[src/hdl/kdd_pkg.sv]
// Shared types and constants for the keypad decode and debounce unit.
// No dependencies.
package kdd_pkg;

    localparam int KEY_COUNT   = 16;
    localparam int SCAN_WIDTH  = 16;
    localparam int SCANNED     = (KEY_COUNT < SCAN_WIDTH) ? KEY_COUNT : SCAN_WIDTH;
    localparam int CLASS_WIDTH = 5;
    localparam int KEY_WIDTH   = 4;
    localparam int COUNT_WIDTH = 8;
    localparam int ADDR_WIDTH  = 3;
    localparam int DATA_WIDTH  = 32;

    localparam logic [CLASS_WIDTH-1:0] CLASS_NONE = 5'd16;
    localparam logic [CLASS_WIDTH-1:0] CLASS_MANY = 5'd17;

    localparam logic [COUNT_WIDTH-1:0] DEBOUNCE_RESET = 8'd5;
    localparam logic [COUNT_WIDTH-1:0] COUNT_MAX      = 8'hFF;

    // register index, taken from paddr[2]
    localparam logic REG_DEBOUNCE_COUNT = 1'b0;

    typedef struct packed {
        logic                 emit;
        logic [KEY_WIDTH-1:0] key;
    } result_t;

endpackage

[src/hdl/keypad_decode_debounce_unit.sv]
// Top level of the keypad decode and debounce unit: scan input register,
// classifier, debounce state, result register and configuration port.
// Depends on kdd_pkg, kdd_classify and kdd_debounce.
//
// Usage:
//   Scan channel (scan_valid/scan_stall/scan_bits) carries one full 16-bit
//   keypad scan per transaction. Key channel (key_valid/key_stall/
//   key_position) carries one debounced key per transaction, issued on the
//   first no-key scan after a key has been captured.
//   A scan in the input register is classified there and applied to the
//   debounce state as it leaves; its result enters the result register.
//   Throughput is one scan per cycle while no result is stalled: the
//   input register and result register form a two-stage pipeline with
//   one state update per cycle. When key_stall holds a pending result,
//   the scan in the input register waits and scan_stall rises; with an
//   empty input register one more scan is still taken.
//   Reset clears the pipeline, re-arms the debounce logic and sets
//   debounce_count to 5. The APB port writes debounce_count at address 0;
//   write it only while idle.
module keypad_decode_debounce_unit
#(
    parameter int KEY_COUNT = kdd_pkg::KEY_COUNT
)
(
    input  logic                              clk,
    input  logic                              rst_n,
    input  logic                              scan_valid,
    output logic                              scan_stall,
    input  logic [kdd_pkg::SCAN_WIDTH-1:0]    scan_bits,
    output logic                              key_valid,
    input  logic                              key_stall,
    output logic [kdd_pkg::KEY_WIDTH-1:0]     key_position,
    input  logic                              psel,
    input  logic                              penable,
    input  logic                              pwrite,
    input  logic [kdd_pkg::ADDR_WIDTH-1:0]    paddr,
    input  logic [kdd_pkg::DATA_WIDTH-1:0]    pwdata,
    output logic [kdd_pkg::DATA_WIDTH-1:0]    prdata,
    output logic                              pready
);

    logic [kdd_pkg::COUNT_WIDTH-1:0] debounce_count_reg, debounce_count_next;
    logic                            scan_valid_reg, scan_valid_next;
    logic [kdd_pkg::SCAN_WIDTH-1:0]  scan_reg, scan_next;
    logic                            key_valid_reg, key_valid_next;
    logic [kdd_pkg::KEY_WIDTH-1:0]   key_reg, key_next;
    logic                            out_free;
    logic                            step;
    logic                            scan_accept;
    logic [kdd_pkg::CLASS_WIDTH-1:0] cls;
    kdd_pkg::result_t                result;

    // configuration port
    assign pready = 1'b1;

    always_comb
    begin
        debounce_count_next = debounce_count_reg;
        if (psel && penable && pwrite && (paddr[2] == kdd_pkg::REG_DEBOUNCE_COUNT))
        begin
            debounce_count_next = pwdata[kdd_pkg::COUNT_WIDTH-1:0];
        end
    end

    always_comb
    begin
        prdata = '0;
        if (paddr[2] == kdd_pkg::REG_DEBOUNCE_COUNT)
        begin
            prdata = {{(kdd_pkg::DATA_WIDTH-kdd_pkg::COUNT_WIDTH){1'b0}},
                      debounce_count_reg};
        end
    end

    // pipeline control
    assign out_free    = !key_valid_reg || !key_stall;
    assign step        = scan_valid_reg && out_free;
    assign scan_stall  = scan_valid_reg && !out_free;
    assign scan_accept = scan_valid && !scan_stall;

    always_comb
    begin
        scan_valid_next = scan_valid_reg;
        scan_next       = scan_reg;
        if (scan_accept)
        begin
            scan_valid_next = 1'b1;
            scan_next       = scan_bits;
        end
        else if (step)
        begin
            scan_valid_next = 1'b0;
        end
    end

    kdd_classify
    #(
        .KEY_COUNT (KEY_COUNT)
    )
    u_classify
    (
        .scan (scan_reg),
        .cls  (cls)
    );

    kdd_debounce u_debounce
    (
        .clk            (clk),
        .rst_n          (rst_n),
        .step           (step),
        .cls            (cls),
        .debounce_count (debounce_count_reg),
        .result         (result)
    );

    always_comb
    begin
        key_valid_next = key_valid_reg;
        key_next       = key_reg;
        if (out_free)
        begin
            key_valid_next = result.emit;
            if (result.emit)
            begin
                key_next = result.key;
            end
        end
    end

    assign key_valid    = key_valid_reg;
    assign key_position = key_reg;

    always_ff @(posedge clk or negedge rst_n)
    begin
        if (!rst_n)
        begin
            debounce_count_reg <= kdd_pkg::DEBOUNCE_RESET;
            scan_valid_reg     <= 1'b0;
            key_valid_reg      <= 1'b0;
        end
        else
        begin
            debounce_count_reg <= debounce_count_next;
            scan_valid_reg     <= scan_valid_next;
            key_valid_reg      <= key_valid_next;
        end
    end

    always_ff @(posedge clk)
    begin
        scan_reg <= scan_next;
        key_reg  <= key_next;
    end

endmodule

[src/hdl/kdd_classify.sv]
// Scan classifier: no key, many keys, or position of the single pressed key.
// Depends on kdd_pkg.
module kdd_classify
#(
    parameter int KEY_COUNT = kdd_pkg::KEY_COUNT
)
(
    input  logic [kdd_pkg::SCAN_WIDTH-1:0]  scan,
    output logic [kdd_pkg::CLASS_WIDTH-1:0] cls
);

    localparam int SCANNED = (KEY_COUNT < kdd_pkg::SCAN_WIDTH) ? KEY_COUNT
                                                              : kdd_pkg::SCAN_WIDTH;

    logic [kdd_pkg::SCAN_WIDTH-1:0] masked;
    logic [kdd_pkg::SCAN_WIDTH-1:0] low_cleared;
    logic [kdd_pkg::KEY_WIDTH-1:0]  pos;

    always_comb
    begin
        for (int i = 0; i < kdd_pkg::SCAN_WIDTH; i++)
        begin
            masked[i] = (i < SCANNED) ? scan[i] : 1'b0;
        end
    end

    assign low_cleared = masked & (masked - kdd_pkg::SCAN_WIDTH'(1));

    always_comb
    begin
        pos = '0;
        for (int i = 0; i < kdd_pkg::SCAN_WIDTH; i++)
        begin
            if (masked[i])
            begin
                pos = kdd_pkg::KEY_WIDTH'(i);
            end
        end
    end

    always_comb
    begin
        priority if (masked == '0)
        begin
            cls = kdd_pkg::CLASS_NONE;
        end
        else if (low_cleared != '0)
        begin
            cls = kdd_pkg::CLASS_MANY;
        end
        else
        begin
            cls = {1'b0, pos};
        end
    end

endmodule

[src/hdl/kdd_debounce.sv]
// Debounce and release tracking state; one scan class per step.
// Depends on kdd_pkg.
module kdd_debounce
(
    input  logic                             clk,
    input  logic                             rst_n,
    input  logic                             step,
    input  logic [kdd_pkg::CLASS_WIDTH-1:0]  cls,
    input  logic [kdd_pkg::COUNT_WIDTH-1:0]  debounce_count,
    output kdd_pkg::result_t                 result
);

    logic [kdd_pkg::CLASS_WIDTH-1:0] previous_class_reg, previous_class_next;
    logic [kdd_pkg::COUNT_WIDTH-1:0] stable_count_reg, stable_count_next;
    logic                            waiting_release_reg, waiting_release_next;
    logic [kdd_pkg::KEY_WIDTH-1:0]   held_key_reg, held_key_next;
    logic [kdd_pkg::COUNT_WIDTH-1:0] count_upd;
    logic                            is_single;

    assign is_single = (cls[kdd_pkg::CLASS_WIDTH-1] == 1'b0);

    always_comb
    begin
        if (cls != previous_class_reg)
        begin
            count_upd = '0;
        end
        else if (stable_count_reg != kdd_pkg::COUNT_MAX)
        begin
            count_upd = stable_count_reg + kdd_pkg::COUNT_WIDTH'(1);
        end
        else
        begin
            count_upd = stable_count_reg;
        end
    end

    always_comb
    begin
        previous_class_next  = previous_class_reg;
        stable_count_next    = stable_count_reg;
        waiting_release_next = waiting_release_reg;
        held_key_next        = held_key_reg;
        result.emit          = 1'b0;
        result.key           = held_key_reg;
        if (step)
        begin
            if (waiting_release_reg)
            begin
                if (cls == kdd_pkg::CLASS_NONE)
                begin
                    result.emit          = 1'b1;
                    waiting_release_next = 1'b0;
                    previous_class_next  = kdd_pkg::CLASS_NONE;
                    stable_count_next    = '0;
                end
            end
            else
            begin
                previous_class_next = cls;
                stable_count_next   = count_upd;
                if (is_single && (count_upd >= debounce_count))
                begin
                    held_key_next        = cls[kdd_pkg::KEY_WIDTH-1:0];
                    waiting_release_next = 1'b1;
                end
            end
        end
    end

    always_ff @(posedge clk or negedge rst_n)
    begin
        if (!rst_n)
        begin
            previous_class_reg  <= kdd_pkg::CLASS_NONE;
            stable_count_reg    <= '0;
            waiting_release_reg <= 1'b0;
            held_key_reg        <= '0;
        end
        else
        begin
            previous_class_reg  <= previous_class_next;
            stable_count_reg    <= stable_count_next;
            waiting_release_reg <= waiting_release_next;
            held_key_reg        <= held_key_next;
        end
    end

endmodule

[config.mk]
export PLATFORM = sky130hd
export DESIGN_NAME = keypad_decode_debounce_unit
export DESIGN_NICKNAME = d
export VERILOG_FILES = /design/src/hdl/kdd_pkg.sv /design/src/hdl/keypad_decode_debounce_unit.sv /design/src/hdl/kdd_classify.sv /design/src/hdl/kdd_debounce.sv
export SDC_FILE = /design/constraint.sdc
export NUM_CORES = 1
export LEC_CHECK = 0
export CORE_MARGIN = 5
export CORE_UTILIZATION = 56
export CTS_BUF_LIST = sky130_fd_sc_hd__clkbuf_8
export CTS_CLUSTER_SIZE = 30
export DETAILED_ROUTE_END_ITERATION = 16
export DONT_BUFFER_PORTS = 1
export GPL_TIMING_DRIVEN = 0
export PLACE_DENSITY = 0.71
export SYNTH_ARGS = -nofsm -noshare
export SYNTH_HDL_FRONTEND = slang
export SYNTH_SLANG_ARGS = --single-unit
[constraint.sdc]
create_clock -name clk -period 4.5 [get_ports clk]
set_input_delay 0.45 -clock clk [delete_from_list [all_inputs] [get_ports clk]]
set_output_delay 0.45 -clock clk [all_outputs]
set_load 0.05 [all_outputs]
==> results.txt, run 1 <==
Vias in the first global route = 2309
Worst-path maximum fanout = 5
Share of total power in combinational logic = 28.2%
Ys flop type = dfrtp_1
Fin worst setup slack = -0.117 ns
CTS tree = built
Sw Ratio = 34.0%
Worst-Skew Late Latency = 0.31 ns
I/O pins = 97
Violated checks = negative setup slack
Met1 Use GR = 29.1%
Core ar. = 5070 µm²
Num CTS Buffers = 5
Total Wirelength = 6.65 mm
Sink Count = 48
Fin Hold WS = 0.233 ns
Fin nets = 413
Clock Power Share = 23.5%
Measured slew at the worst slew-check pin = 0.943 ns
Outcome = finished, violations left
Ys async rst share = 58.3%
Area Overhead vs Synth = 25.5%
H-tree levels = 2
Critical Path Source Type = flip-flop
Min-Delay Path Depth = 0
DRC = 0
Final Hold Vio Count = 0
VDD IR-drop max = 0.326 mV
Final Max Tran Viols = 0
# diodes = 0
RSZ-0062 raised after global routing = true
Fin crit share = 103%
Synth cell count leaders = buf_4 (25), dfrtp_1 (25), nor2_1 (25)
EDFF count, synth = 20
First-pass GRT wire length = 10.8 mm
Unique masters post-synth = 61
Clock buffer depth = 2
Min-Delay Path Class = input pin to flip-flop
Drt pass-1 iters = 4
Pre-CTS setup slack = -0.486 ns
Worst-path cell chain = buf_6, nor4_4, nand2_2, o31a_1, or4_4, a21oi_2, nor2_2, buf_4, or3_4, ha_4, nand2b_4, a21o_1, a21o_1, a21o_1, a21o_1, a2111oi_4, nor3_4, mux2_4
Clock skew = 0.00827 ns
Detail Route Antenna Nets = 0
Leak = 1.62 nW
Routability cong. = 0.876
CP Class = flip-flop to flip-flop
CP max-delay cell = or4_4
Synth Register Bits = 48
Syn. warnings = 0
Synth Instances = 282
Max reg flops = 16
Layout cells sized above 1 = 33.7%
Initial DRC count = 236
Grt met2 use = 32.7%
Largest area contributor in the netlist = dfrtp_1
Met3 Resource Use GR = 6.47%
Synth Cell Area = 2890 µm²
Crit. End Element = flip-flop
Cell depth of the worst setup path = 18
Achievable frequency = 217 MHz
Clock root buffer = clkbuf_8
Initial cell density of the core = 57.0%
Tot GR Track Use = 21.4%
Via/cell ratio = 5.54
Worst EP required = 4.70 ns
R2R cell count = 18
Largest net degree at the start of global routing = 29
Setup TNS = -0.514 ns
Gr busiest metal = met2
Die ar. = 6700 µm²
Avg Inst Size Synth = 10.2 µm²
Worst EP arrival = 4.81 ns
Largest delay share family, worst path = simple AND/OR/NAND/NOR gates
Switching pwr = 0.374 mW
Final Util = 71.5%
Sequential share of power = 48.3%
Via count = 2311
Chip Height = 81.8 µm
Internal Pwr Total = 0.726 mW
Finish-stage setup viols = 5
Power density cells = 303 nW/µm²
Buffers added on ports = 0
Chip width = 81.8 µm
Tmin final = 4.62 ns
Wire per inst = 15.9 µm
CTS clk-pin slew, worst paths = 0.09 ns
Crit-path most repeated cell = a21o_1
Total Power Consumption = 1.10 mW
Rel. slew slack = 37.0%
Placement Rows = 26
Max_cap viols = 0
CP max stage delay = 0.50 ns
Top cells by area, synth = dfrtp_1 (22%), edfxtp_1 (21%), buf_4 (6.5%)
Initial antenna violation count = 0
Post-synthesis sequential area ratio = 45.2%
Top-area cell type share of the netlist area = 21.6%
GRT Residual Overflow = 0
Worst Path Buf+Inv = 2
DP HPWL = 4.47 mm
==> cells in the final DEF, fill, tap and decap left out, types with 3 or more instances in the layout <==
master / n
dfstp_2: 3
nand2_1: 18
clkbuf_1: 3
nor4_1: 5
nor3_1: 8
clkbuf_8: 5
buf_4: 56
a21o_1: 7
mux2_4: 4
nor2_1: 23
mux2_2: 8
a21oi_1: 8
or4_4: 5
nor4_4: 4
nand3_1: 9
edfxtp_1: 20
o31a_1: 4
conb_1: 25
ha_1: 8
buf_6: 4
or2_2: 3
dfrtp_1: 25
a2111oi_0: 3
inv_1: 16
nand2b_1: 5
==> power groups by stage <==
stage	logic, mW	registers [mW]	clock network [mW]
floorplan	0.222	0.529	0
global placement	0.244	0.537	0
detailed placement	0.249	0.538	0
CTS	0.294	0.530	0.263
global route	0.337	0.536	0.288
finish	0.310	0.531	0.259
==> logic make-up (layout without fill, tap and decap cells) <==
kind of cell,count (synthesis),count (layout),share of synthesized area [%]
other,2,25,0.260
buffers and inverters,48,90,9.61
flip-flops,48,48,45.2
multiplexers,14,14,5.37
XOR/XNOR,2,2,0.606
adder cells (fa/ha/maj),12,12,4.98
AO/OA/AOI/OAI,53,53,14.3
AND/OR/NAND/NOR,103,103,19.7
==> layer usage <==
layer | share of wire, % | vias up
met2 | 47 | 94
met3 | 7.5 | 4
li1 | - | 1119
met4 | 0.81 | 0
met5 | 0 | -
met1 | 45 | 1094
==> final timing paths <==
path | start | to | slack, ns
worst min register to register | u_debounce.held_key_reg[3]$_DFFE_PN0P_ | key_position[3]$_DFFE_PP_ | 0.47
max in group asynchronous | rst_n | debounce_count_reg[2]$_DFFE_PN1P_ | 3.68
worst max-delay path | scan_reg[2]$_DFFE_PP_ | u_debounce.held_key_reg[1]$_DFFE_PN0P_ | -0.12
worst min-delay path | scan_bits[15] | scan_reg[15]$_DFFE_PP_ | 0.23
min in group asynchronous | rst_n | u_debounce.previous_class_reg[2]$_DFFE_PN0P_ | 0.57
worst max register to register | scan_reg[2]$_DFFE_PP_ | u_debounce.held_key_reg[1]$_DFFE_PN0P_ | -0.12
==> per-stage QoR <==
stage / cells / instance area, µm²
2_1_floorplan: 305 / 3030
3_3_place_gp: 375 / 3110
3_5_place_dp: 375 / 3110
4_1_cts: 407 / 3530
5_1_grt: 417 / 3630
6_report: 417 / 3630
==> layout make-up <==
type / count / area (µm²)
sequential: 48 / 1310
multi-input combinational: 209 / 1580
timing repair buffer: 34 / 278
buffer: 32 / 233
clock buffer: 5 / 68.8
clock inverter: 3 / 17.5
inverter: 16 / 60.1
fill: 374 / 1450
tap: 70 / 87.6
==> repair_timing <==
item | in CTS | in global routing
resized for setup | 26 | 7
hold buffers | 2 | 0
endpoints found under the hold margin | 28 | 0
pin swaps | 20 | 14
endpoints found under the setup margin | 5 | 5
setup buffers | 22 | 10
Power figures use the tool's default switching activity.
==> inputs of run 2 (changes only) <==
- CELL_PAD_IN_SITES_DETAIL_PLACEMENT: not set -> 0
- CELL_PAD_IN_SITES_GLOBAL_PLACEMENT: not set -> 2
- CORE_UTILIZATION: 56 -> 36
- CTS_CLUSTER_DIAMETER: not set -> 150
- PLACE_DENSITY: 0.71 -> 0.75
==> run 2 against run 1 <==
Net effect:
- the run still ends with negative setup slack left
- clock-buffer cell count is the same
- setup slack lost 0.037 ns
- sequential power is essentially flat
==> results.txt, run 2 (synthesis gave the netlist of run 1 again) <==
Outcome = finished, violations left (unchanged)
Violated checks = negative setup slack (unchanged)
I/O pins = 97 (unchanged)
Die ar. = 9920 µm² (was 6700 µm²)
Sink Count = 48 (unchanged)
Hold Path Origin = scan_bits[12] (was scan_bits[15])
Most common cell after layout, fill and taps aside = buf_4 (unchanged)
VDD IR-drop max = 0.210 mV (was 0.326 mV)
Clock buffer depth = 2 (unchanged)
Top Metal Used = met4 (unchanged)
Routability cong. = 0.781 (was 0.876)
GRT Residual Overflow = 0 (unchanged)
Worst-path maximum fanout = 4 (was 5)
Capture point of the worst reg-to-reg path = u_debounce.held_key_reg[1]$_DFFE_PN0P_ (unchanged)
Critical Path Source Type = flip-flop (unchanged)
Achievable frequency = 215 MHz (was 217 MHz)
DR WL met2 = 3.19 mm (was 3.11 mm)
Met1 Wirelength = 3.30 mm (was 2.98 mm)
Fin nets = 424 (was 413)
Reg2reg start = scan_reg[2]$_DFFE_PP_ (unchanged)
Tot GR Track Use = 14.2% (was 21.4%)
Initial cell density of the core = 37.2% (was 57.0%)
CP Class = flip-flop to flip-flop (unchanged)
CTS tree = built (unchanged)
Fin worst setup slack = -0.154 ns (was -0.117 ns)
H-tree levels = 2 (unchanged)
Setup TNS = -0.604 ns (was -0.514 ns)
Num CTS Buffers = 5 (unchanged)
Final Hold Vio Count = 0 (unchanged)
DR WL met3 = 429 µm (was 501 µm)
CTS clk-pin slew, worst paths = 0.09 ns (about the same)
Vias in the first global route = 2301 (was 2309)
Fin crit share = 103% (about the same)
Drt pass-1 iters = 5 (was 4)
R2r setup slk = -0.15 ns (was -0.12 ns)
Core ar. = 7770 µm² (was 5070 µm²)
Worst EP arrival = 4.86 ns (was 4.81 ns)
Leak = 1.72 nW (was 1.62 nW)
Crit. End Element = flip-flop (unchanged)
Clock root buffer = clkbuf_8 (unchanged)
Detail Route Antenna Nets = 0 (unchanged)
Total Wirelength = 7.07 mm (was 6.65 mm)
DRC = 0 (unchanged)
Max_cap viols = 0 (unchanged)
Max reg flops = 16 (unchanged)
Chip Height = 99.6 µm (was 81.8 µm)
Initial antenna violation count = 0 (unchanged)
Capture point of the critical path = u_debounce.held_key_reg[1]$_DFFE_PN0P_ (unchanged)
Finish-stage setup viols = 4 (was 5)
Final Max Tran Viols = 0 (unchanged)
Via count = 2352 (was 2311)
Tmin final = 4.65 ns (was 4.62 ns)
Via/cell ratio = 5.11 (was 5.54)
Most frequent cells in the layout = buf_4 (64), conb_1 (25), dfrtp_1 (25) (was buf_4 (56), conb_1 (25), dfrtp_1 (25))
Initial DRC count = 88 (was 236)
Buffers added on ports = 0 (unchanged)
Worst-Skew Late Latency = 0.31 ns (about the same)
Layout cells sized above 1 = 37.2% (was 33.7%)
Placement Rows = 32 (was 26)
Final instance area = 3860 µm² (was 3630 µm²)
Measured slew at the worst slew-check pin = 0.930 ns (was 0.943 ns)
Area Overhead vs Synth = 33.5% (was 25.5%)
RSZ-0062 raised after global routing = true (unchanged)
Final Util = 49.7% (was 71.5%)
Largest net degree at the start of global routing = 29 (unchanged)
Worst EP required = 4.71 ns (was 4.70 ns)
CP Launch Point = scan_reg[2]$_DFFE_PP_ (unchanged)
Rel. slew slack = 37.9% (was 37.0%)
Clock skew = 0.0126 ns (was 0.00827 ns)
R2R cell count = 19 (was 18)
Fillers = 695 (was 374)
Min-Delay Path Class = input pin to flip-flop (unchanged)
Chip width = 99.6 µm (was 81.8 µm)
First-pass GRT wire length = 11.2 mm (was 10.8 mm)
DP HPWL = 4.65 mm (was 4.47 mm)
Wire per inst = 15.4 µm (was 15.9 µm)
Post-Place Cell Area = 3150 µm² (was 3110 µm²)
# diodes = 0 (unchanged)
Power density cells = 306 nW/µm² (was 303 nW/µm²)
==> run 2: power by group <==
| part | switching [mW] | internal (mW) |
|---|---|---|
| sequential | 0.0333 | 0.494 |
| clock | 0.155 | 0.165 |
| combinational | 0.201 | 0.132 |
| total | 0.389 | 0.792 |
==> run 2: what timing repair did <==
action / 4_1_cts / 5_1_grt
setup endpoints to repair: 5 / 5
resized for setup: 21 / 28
hold endpoints to repair: 28 / 0
pin swaps: 22 / 20
cloned: 1 / 0
hold buffers: 2 / 0
setup buffers: 30 / 12
==> run 2: layer usage <==
| layer | vias up | GRT usage (%) |
|---|---|---|
| met5 | - | 0 |
| met4 | 0 | 5.46 |
| met3 | 16 | 3.37 |
| met2 | 86 | 21.2 |
| met1 | 1104 | 19.9 |
| li1 | 1146 | - |
==> run 2: worst min path at each step <==
stage                                                   to  depth (start not counted)
finish                              scan_reg[12]$_DFFE_PP_                          0
global route                        scan_reg[12]$_DFFE_PP_                          0
CTS                                 scan_reg[12]$_DFFE_PP_                          0
detailed placement  u_debounce.held_key_reg[1]$_DFFE_PN0P_                          0
global placement    u_debounce.held_key_reg[3]$_DFFE_PN0P_                          0
floorplan                debounce_count_reg[1]$_DFFE_PN0P_                          0
==> run 2: area by class of cell <==
type	instances	area, µm²	area share (%)
Timing Repair Buffer	44	357	9.24
Multi-Input combinational cell	210	1660	43.1
Buffer	32	236	6.13
Sequential cell	48	1310	33.8
Inverter	16	60.1	1.56
Clock buffer	5	68.8	1.78
Tap cell	102	128	3.31
Clock inverter	3	42.5	1.10
==> run 2: metrics by stage <==
stage | cells | worst slack (ns) | hold slack, ns | total power [mW]
detailed placement | 407 | -0.518 | 0.156 | 0.790
floorplan | 305 | 0.00726 | 0.154 | 0.751
global route | 460 | -0.321 | 0.216 | 1.24
CTS | 448 | -0.231 | 0.231 | 1.15
finish | 460 | -0.154 | 0.227 | 1.18
global placement | 407 | -0.583 | 0.156 | 0.789
==> run 2: worst max-delay path, cell delays in order (launching register included) <==
cell and delay, ns:
edfxtp_1 0.45, buf_6 0.15, buf_6 0.11, nor2_4 0.08, o311ai_2 0.09, a311o_1 0.37
or4b_1 0.55, a211oi_2 0.25, o22ai_2 0.11, buf_6 0.13, or3_4 0.39, ha_4 0.24
nand2b_4 0.13, a21o_1 0.15, a21o_1 0.15, a21o_1 0.17, a21o_1 0.20, a2111oi_4 0.39
nor3_4 0.13, mux2_4 0.32
